File: src/rtl/srw_pkg.sv
// Types, constants and codes of the sequence replay window unit.
package srw_pkg;

   localparam int SEQ_BITS        = 15;
   localparam int SEQ_IN_W        = 16;
   localparam int NEXT_EXP_W      = 15;
   localparam int START_SEQ_W     = 15;
   localparam int WINDOW_BITS_DEF = 32;

   typedef enum logic [1:0] {
      ST_OK     = 2'd0,
      ST_RANGE  = 2'd1,
      ST_WINDOW = 2'd2,
      ST_DUP    = 2'd3
   } status_type;

   typedef enum logic {
      S_IDLE,
      S_SLIDE
   } srw_state_type;

   typedef struct packed {
      logic [SEQ_IN_W-1:0] seq_in;
   } req_payload_type;

   typedef struct packed {
      logic                  accepted;
      status_type            status;
      logic [NEXT_EXP_W-1:0] next_expected;
   } rsp_payload_type;

   typedef struct packed {
      logic [START_SEQ_W-1:0] start_seq;
   } csr_payload_type;

   // Commands from the controller to the datapath.
   typedef struct packed {
      logic check_en;
      logic commit_en;
      logic cfg_wr;
   } srw_cmd_type;

endpackage

File: src/rtl/srw_chan_if.sv
// Valid/ready channel interface carrying one payload struct.
interface srw_chan_if #(
   parameter type payload_type = logic
);
   logic        valid;
   logic        ready;
   payload_type payload;

   modport source (output valid, output payload, input ready);
   modport sink   (input valid, input payload, output ready);
endinterface

File: src/rtl/sequence_replay_window_unit.sv
// Top level of the sequence replay window unit: anti-replay filter on wrapping numbers.
//
//   channel   direction  payload                              handshake
//   req_chan  in         seq_in                               valid/ready
//   rsp_chan  out        accepted, status, next_expected      valid/ready
//   csr_chan  in         start_seq                            valid/ready
//
// A request is first checked for range, window and duplicate; then the window
// slides past its leading set bits and the response register is loaded. The next
// request is taken in the cycle after the commit.
// A response that is not taken holds the slide step until the output
// register frees up. Reset clears the expected number and the bitmap.
// A start_seq write loads the expected number and clears the bitmap.
module sequence_replay_window_unit #(
   parameter int WINDOW_BITS = srw_pkg::WINDOW_BITS_DEF
) (
   input  logic              clock,
   input  logic              reset,
   srw_chan_if.sink          req_chan,
   srw_chan_if.source        rsp_chan,
   srw_chan_if.sink          csr_chan
);
   import srw_pkg::*;

   srw_cmd_type     cmd;
   rsp_payload_type rsp_payload;

   srw_ctrl u_ctrl (
      .clock     (clock),
      .reset     (reset),
      .req_valid (req_chan.valid),
      .req_ready (req_chan.ready),
      .rsp_valid (rsp_chan.valid),
      .rsp_ready (rsp_chan.ready),
      .csr_valid (csr_chan.valid),
      .csr_ready (csr_chan.ready),
      .cmd       (cmd)
   );

   srw_datapath #(
      .WINDOW_BITS (WINDOW_BITS)
   ) u_datapath (
      .clock       (clock),
      .reset       (reset),
      .cmd         (cmd),
      .req_payload (req_chan.payload),
      .csr_payload (csr_chan.payload),
      .rsp_payload (rsp_payload)
   );

   assign rsp_chan.payload = rsp_payload;

endmodule

File: src/rtl/srw_ctrl.sv
// Controller state machine: request acceptance, commit timing, response valid.
module srw_ctrl (
   input  logic                clock,
   input  logic                reset,
   input  logic                req_valid,
   output logic                req_ready,
   output logic                rsp_valid,
   input  logic                rsp_ready,
   input  logic                csr_valid,
   output logic                csr_ready,
   output srw_pkg::srw_cmd_type cmd
);
   import srw_pkg::*;

   srw_state_type state_ff;
   srw_state_type state_in;
   logic          rsp_valid_ff;
   logic          rsp_valid_in;
   logic          out_free;

   always_ff @(posedge clock) begin
      if (reset) begin
         state_ff     <= S_IDLE;
         rsp_valid_ff <= 1'b0;
      end else begin
         state_ff     <= state_in;
         rsp_valid_ff <= rsp_valid_in;
      end
   end

   always_comb begin
      out_free      = ~rsp_valid_ff | rsp_ready;
      state_in      = state_ff;
      req_ready     = 1'b0;
      csr_ready     = ~reset;
      cmd.check_en  = 1'b0;
      cmd.commit_en = 1'b0;
      cmd.cfg_wr    = csr_valid & ~reset;
      rsp_valid_in  = rsp_valid_ff & ~rsp_ready;
      case (state_ff)
         S_IDLE: begin
            req_ready    = ~reset;
            cmd.check_en = req_valid & ~reset;
            if (req_valid & ~reset) begin
               state_in = S_SLIDE;
            end
         end
         S_SLIDE: begin
            // The result waits here until the output register can take it.
            if (out_free) begin
               cmd.commit_en = 1'b1;
               rsp_valid_in  = 1'b1;
               state_in      = S_IDLE;
            end
         end
         default: begin
            state_in = S_IDLE;
         end
      endcase
   end

   assign rsp_valid = rsp_valid_ff;

endmodule

File: src/rtl/srw_datapath.sv
// Datapath: window check, bitmap update, slide and response register.
module srw_datapath #(
   parameter int WINDOW_BITS = srw_pkg::WINDOW_BITS_DEF
) (
   input  logic                    clock,
   input  logic                    reset,
   input  srw_pkg::srw_cmd_type    cmd,
   input  srw_pkg::req_payload_type req_payload,
   input  srw_pkg::csr_payload_type csr_payload,
   output srw_pkg::rsp_payload_type rsp_payload
);
   import srw_pkg::*;

   localparam int IDX_W = $clog2(WINDOW_BITS);
   localparam int CNT_W = $clog2(WINDOW_BITS + 1);

   logic [SEQ_BITS-1:0]    exp_ff;
   logic [WINDOW_BITS-1:0] bm_ff;
   logic [WINDOW_BITS-1:0] cand_ff;
   status_type             status_ff;
   rsp_payload_type        rsp_ff;

   logic                   range_bad;
   logic                   win_bad;
   logic                   dup;
   logic [SEQ_BITS-1:0]    seq_gap;
   logic [IDX_W-1:0]       idx;
   logic [WINDOW_BITS-1:0] onehot;
   status_type             status_in;
   logic [CNT_W-1:0]       lead_cnt;
   logic [WINDOW_BITS-1:0] slid_bm;
   logic [SEQ_BITS-1:0]    exp_adv;
   logic                   ok;

   // Check of a new request against the current window.
   always_comb begin
      range_bad = (req_payload.seq_in >> SEQ_BITS) != '0;
      seq_gap   = req_payload.seq_in[SEQ_BITS-1:0] - exp_ff;
      win_bad   = 32'(seq_gap) >= 32'(WINDOW_BITS);
      idx       = seq_gap[IDX_W-1:0];
      onehot    = WINDOW_BITS'(1) << idx;
      dup       = |(bm_ff & onehot);
      if (range_bad) begin
         status_in = ST_RANGE;
      end else if (win_bad) begin
         status_in = ST_WINDOW;
      end else if (dup) begin
         status_in = ST_DUP;
      end else begin
         status_in = ST_OK;
      end
   end

   // Count of set bits at the bottom of the updated bitmap: the slide distance.
   always_comb begin
      lead_cnt = CNT_W'(WINDOW_BITS);
      for (int i = WINDOW_BITS - 1; i >= 0; i--) begin
         if (!cand_ff[i]) begin
            lead_cnt = CNT_W'(i);
         end
      end
      slid_bm = cand_ff >> lead_cnt;
      exp_adv = exp_ff + SEQ_BITS'(lead_cnt);
      ok      = status_ff == ST_OK;
   end

   always_ff @(posedge clock) begin
      if (reset) begin
         exp_ff <= '0;
         bm_ff  <= '0;
      end else if (cmd.cfg_wr) begin
         exp_ff <= csr_payload.start_seq[SEQ_BITS-1:0];
         bm_ff  <= '0;
      end else if (cmd.commit_en && ok) begin
         exp_ff <= exp_adv;
         bm_ff  <= slid_bm;
      end
   end

   always_ff @(posedge clock) begin
      if (cmd.check_en) begin
         status_ff <= status_in;
         cand_ff   <= bm_ff | onehot;
      end
      if (cmd.commit_en) begin
         rsp_ff.accepted      <= ok;
         rsp_ff.status        <= status_ff;
         rsp_ff.next_expected <= ok ? NEXT_EXP_W'(exp_adv) : NEXT_EXP_W'(exp_ff);
      end
   end

   assign rsp_payload = rsp_ff;

endmodule

File: src/flat_wrapper.sv
// flat-port wrapper written by rule: the top's interface ports become plain ports
module sequence_replay_window_unit_flat import srw_pkg::*;
#(
   parameter int WINDOW_BITS = srw_pkg::WINDOW_BITS_DEF
)
  (clock, reset, req_chan_valid, req_chan_payload, req_chan_ready, rsp_chan_valid, rsp_chan_payload, rsp_chan_ready, csr_chan_valid, csr_chan_payload, csr_chan_ready);
  srw_chan_if #(.payload_type(req_payload_type)) req_chan_i ();
  srw_chan_if #(.payload_type(rsp_payload_type)) rsp_chan_i ();
  srw_chan_if #(.payload_type(csr_payload_type)) csr_chan_i ();
  input  logic clock;
  input  logic reset;
  input wire logic [$bits(req_chan_i.valid)-1:0] req_chan_valid;
  input wire logic [$bits(req_chan_i.payload)-1:0] req_chan_payload;
  output wire logic [$bits(req_chan_i.ready)-1:0] req_chan_ready;
  output wire logic [$bits(rsp_chan_i.valid)-1:0] rsp_chan_valid;
  output wire logic [$bits(rsp_chan_i.payload)-1:0] rsp_chan_payload;
  input wire logic [$bits(rsp_chan_i.ready)-1:0] rsp_chan_ready;
  input wire logic [$bits(csr_chan_i.valid)-1:0] csr_chan_valid;
  input wire logic [$bits(csr_chan_i.payload)-1:0] csr_chan_payload;
  output wire logic [$bits(csr_chan_i.ready)-1:0] csr_chan_ready;
  assign req_chan_i.valid = req_chan_valid;
  assign req_chan_i.payload = req_chan_payload;
  assign req_chan_ready = req_chan_i.ready;
  assign rsp_chan_valid = rsp_chan_i.valid;
  assign rsp_chan_payload = rsp_chan_i.payload;
  assign rsp_chan_i.ready = rsp_chan_ready;
  assign csr_chan_i.valid = csr_chan_valid;
  assign csr_chan_i.payload = csr_chan_payload;
  assign csr_chan_ready = csr_chan_i.ready;
  sequence_replay_window_unit #(.WINDOW_BITS(WINDOW_BITS)) u_core (.clock(clock), .reset(reset), .req_chan(req_chan_i), .rsp_chan(rsp_chan_i), .csr_chan(csr_chan_i));
endmodule
File: config.mk
export PLATFORM = sky130hd
export DESIGN_NAME = sequence_replay_window_unit_flat
export DESIGN_NICKNAME = d
export VERILOG_FILES = /design/src/rtl/srw_pkg.sv /design/src/rtl/srw_chan_if.sv /design/src/rtl/sequence_replay_window_unit.sv /design/src/rtl/srw_ctrl.sv /design/src/rtl/srw_datapath.sv /design/src/flat_wrapper.sv
export SDC_FILE = /design/constraint.sdc
export NUM_CORES = 1
export LEC_CHECK = 0
export BUFFER_PORTS_ARGS = -buffer_cell sky130_fd_sc_hd__buf_2
export CORE_UTILIZATION = 30
export DETAILED_ROUTE_END_ITERATION = 8
export GPL_ROUTABILITY_DRIVEN = 0
export MAX_ROUTING_LAYER = met4
export PLACE_DENSITY_LB_ADDON = 0.2
export SKIP_CTS_REPAIR_TIMING = 1
export SLEW_MARGIN = 0
export SYNTH_ARGS = -nofsm -noshare
export SYNTH_HDL_FRONTEND = slang
export SYNTH_SLANG_ARGS = --single-unit
File: constraint.sdc
create_clock -name clock -period 4.1 [get_ports clock]
set_input_delay 0.41 -clock clock [delete_from_list [all_inputs] [get_ports clock]]
set_output_delay 0.41 -clock clock [all_outputs]
set_load 0.02 [all_outputs]
==> flow_summary.ini <==
[run_status]
outcome = finished clean

[global_route]
grt_use_total_pct = 22.8
grt-ovfl-total = 0
grt_max_degree = 43
grt_pass1_wl_um = 44200
grt_pass1_vias = 7228
antenna_found_initial = 2

[layout]
fin_nets = 1038
areaGrowthSynthToFinish_pct = 14.0
postLayoutCoreUtil_pct = 35.1
final_cells = 1317
drive_above_1_share_pct = 15.3

[logic_synthesis]
synth_area_per_cell_sq_um = 8.40
postSynthCellCount = 928
synth.largest_area_cell = edfxtp_1
ys_ff_latch = 101
syn_nets = 986
syn_area_sq_um = 7790
yosysUniqueCellTypes = 79
synth-edff-count = 52
synth_warnings = 0
synth_area_leaders = edfxtp_1 (20%), dfxtp_1 (13%), nand2_1 (4.4%)
synth.top_cell.area_share_pct = 20.0
synth_ff_type = edfxtp_1
async_flop_share_pct = 0
ys_seq_area_share_pct = 32.6

[timing]
tightest_slew_ns = 0.864
max_freq_ghz = 0.260
slew_violations = 0
fin_crit_sh_pct = 93.8
slew_headroom_pct = 42.1
setup_viol_count_final = 0
rsz0062_at_grt = no
fin_crit_ns = 3.85
finalSetupTns_ns = 0
skew_ns = 0.00974
finalHoldViolations = 0
whs_ns = 0.277

[pwr]
switching_power_mw = 0.880
clkPwrFrac_pct = 35.3
power_density_nw_per_um2 = 296
p_sw_share_pct = 33.5
power_frac_comb_pct = 21.0
leakage_nw = 3.43
p_seq_share_pct = 43.7
peakVddDrop_mv = 0.201
p_int_mw = 1.75

[clock_network]
clk_pin_slew_ns = 0.09
ctsHtreeMaxLevel = 3
cts_tree = done
cts_buffers = 9
cts-root-buf = clkbuf_16
clk_latency_ns = 0.37
clock_path_buffers = 2
numClockSinks = 101

[drt]
wl_um = 29200
post_drt_wl_per_cell_um = 22.2
dr.pass1.iters = 5
drt-initial-drc-count = 742
post_drt_via_cell_ratio = 5.90
drc = 0
antenna_left = 0
vias = 7776

[worst_setup_path]
r2r_cells = 12
reg2reg_from = u_core.u_datapath.exp_ff[0]
r2r_setup_slack_ns = 0.25
end_kind = register
critical_path_class = register to register
crit_end = u_core.u_datapath.status_ff[0]
crit_cells = 12
crit_fanout = 5
slowest_delay_ns = 0.46
critical_path_buf_inv_count = 1
critPathArrivalTime_ns = 3.98
cp_cell_sequence = ha_1 > inv_1 > fa_1 > a21o_1 > a21oi_1 > xnor2_1 > nor4_1 > a221oi_1 > a22oi_1 > o211a_1 > or3b_2 > a41o_1
cp_top_family = compound AO/OA/AOI/OAI gates
start_kind = register
slowest_stage = a221oi_1
setup.worst_path.start = u_core.u_datapath.exp_ff[0]
reg2reg_to = u_core.u_datapath.status_ff[0]
cp.required_ns = 4.23

[place]
dp_hpwl_um = 22400
dp_cells = 1299
port_buffers = 56

[floorplanning]
die_height_um = 163
initial_utilization_pct = 30.8
core_area_sq_um = 25300
die-width_um = 163
io_pins = 57
die_area_sq_um = 26600
num_rows = 58

[flow_run]
maxCapViolCount = 0

[hold_path]
hp-class = primary input to register
==> cell families after synthesis <==
logic type	synth area share, %
fa+ha+maj	3.73
flops	32.6
compound gates	31.2
mux	4.58
buf+inv	5.51
simple gates	19.5
xor+xnor	2.92
==> synth_stat cells (5+ instances only) <==
library cell	n
mux2_2	7
xnor2_1	23
a221oi_1	7
o21ai_0	45
o2111ai_1	6
ha_1	20
or3_1	8
a22oi_1	17
buf_1	5
o211a_1	5
nand3_1	27
nor2b_1	13
a2111oi_0	8
a31oi_1	7
clkbuf_1	38
mux2i_1	12
a211oi_1	26
a21o_1	33
o211ai_1	25
o21a_1	7
o22ai_1	6
buf_2	11
o21bai_1	9
nand4_1	23
a221o_1	5
nor4_1	11
dfxtp_1	49
edfxtp_1	52
a21oi_1	56
nor2_1	74
and2_1	10
mux4_2	7
nand2b_1	8
nor3_1	20
a2bb2oi_1	5
nand2_1	92
o31ai_1	12
and3_1	13
inv_1	38
a211o_1	9
==> power groups by stage <==
stage	clock network, mW	registers (mW)	logic [mW]
after floorplan	0	1.16	0.367
after global placement	0	1.17	0.544
after detailed placement	0	1.17	0.538
after CTS	0.940	1.15	0.542
after global routing	0.978	1.15	0.597
final	0.928	1.15	0.552
==> worst register-to-register path, cell delays in order (launching register included) <==
cell and delay (ns):
dfxtp_1 0.43, ha_1 0.20, inv_1 0.06, fa_1 0.42
a21o_1 0.18, a21oi_1 0.37, xnor2_1 0.28, nor4_1 0.21
a221oi_1 0.46, a22oi_1 0.15, o211a_1 0.16, or3b_2 0.46
a41o_1 0.23
==> registers in the layout, indices dropped and copies added, names as in the netlist <==
signal / flops
u_core.u_ctrl.rsp_valid: 1
u_core.u_ctrl.state_ff: 1
u_core.u_datapath.bm_ff: 32
u_core.u_datapath.cand_ff: 32
u_core.u_datapath.exp_ff: 15
u_core.u_datapath.rsp_payload: 18
u_core.u_datapath.status_ff: 2
==> layout by cell type, fill, tap and decap left out, types with 9 or more instances in the layout <==
cell type / Yosys / routed
nand2_1: 92 / 92
nor2_1: 74 / 74
a21oi_1: 56 / 56
buf_2: 11 / 56
edfxtp_1: 52 / 52
dfxtp_1: 49 / 49
o21ai_0: 45 / 45
buf_4: 3 / 45
inv_1: 38 / 38
a21o_1: 33 / 33
nand3_1: 27 / 27
a211oi_1: 26 / 26
o211ai_1: 25 / 25
nand4_1: 23 / 23
xnor2_1: 23 / 22
nor3_1: 20 / 20
ha_1: 20 / 20
a22oi_1: 17 / 17
and3_1: 13 / 13
nor2b_1: 13 / 13
o31ai_1: 12 / 12
mux2i_1: 12 / 12
nor4_1: 11 / 11
and2_1: 10 / 10
a211o_1: 9 / 9
o21bai_1: 9 / 9
clkbuf_16: 0 / 9
==> stage by stage <==
stage               cell area, sq um  power [mW]  worst slack (ns)
floorplan                       7790        1.53             0.340
global placement                8560        1.71             0.173
detailed placement              8560        1.71            0.0874
CTS                             8870        2.63             0.189
global route                    8880        2.73           0.00181
finish                          8880        2.63             0.254
==> cell type report <==
| class | instances | area [sq um] |
|---|---|---|
| fillers | 2640 | 16400 |
| diodes | 2 | 5.00 |
| inverters | 42 | 163 |
| clock buffers | 9 | 225 |
| repair buffers | 101 | 618 |
| flip-flops and latches | 101 | 2540 |
| clock inverters | 7 | 88.8 |
| multi-input cells | 725 | 4830 |
| well taps | 330 | 413 |
==> routing by layer <==
metal | wire [um] | share of wire, % | vias up | global-route usage, %
met2 | 13100 | 45 | 347 | 34.8
met4 | 1200 | 4.1 | 0 | 9.01
met1 | 12900 | 44 | 3694 | 29.9
li1 | - | - | 3657 | -
met5 | 0 | 0 | - | -
met3 | 2010 | 6.9 | 78 | 3.71
==> how the worst min path moves through the flow <==
stage / end / slack, ns / from / cells after the start
final: u_core.u_datapath.exp_ff[4] / 0.28 / csr_chan_payload[4] / 3
after global routing: u_core.u_datapath.exp_ff[6] / 0.28 / csr_chan_payload[6] / 3
after CTS: u_core.u_datapath.exp_ff[4] / 0.28 / csr_chan_payload[4] / 3
after detailed placement: u_core.u_datapath.bm_ff[20] / 0.47 / u_core.u_datapath.bm_ff[20] / 2
after global placement: u_core.u_datapath.bm_ff[20] / 0.46 / u_core.u_datapath.bm_ff[20] / 2
after floorplan: u_core.u_datapath.bm_ff[4] / 0.43 / u_core.u_datapath.bm_ff[4] / 2
Power figures use the tool's default switching activity.
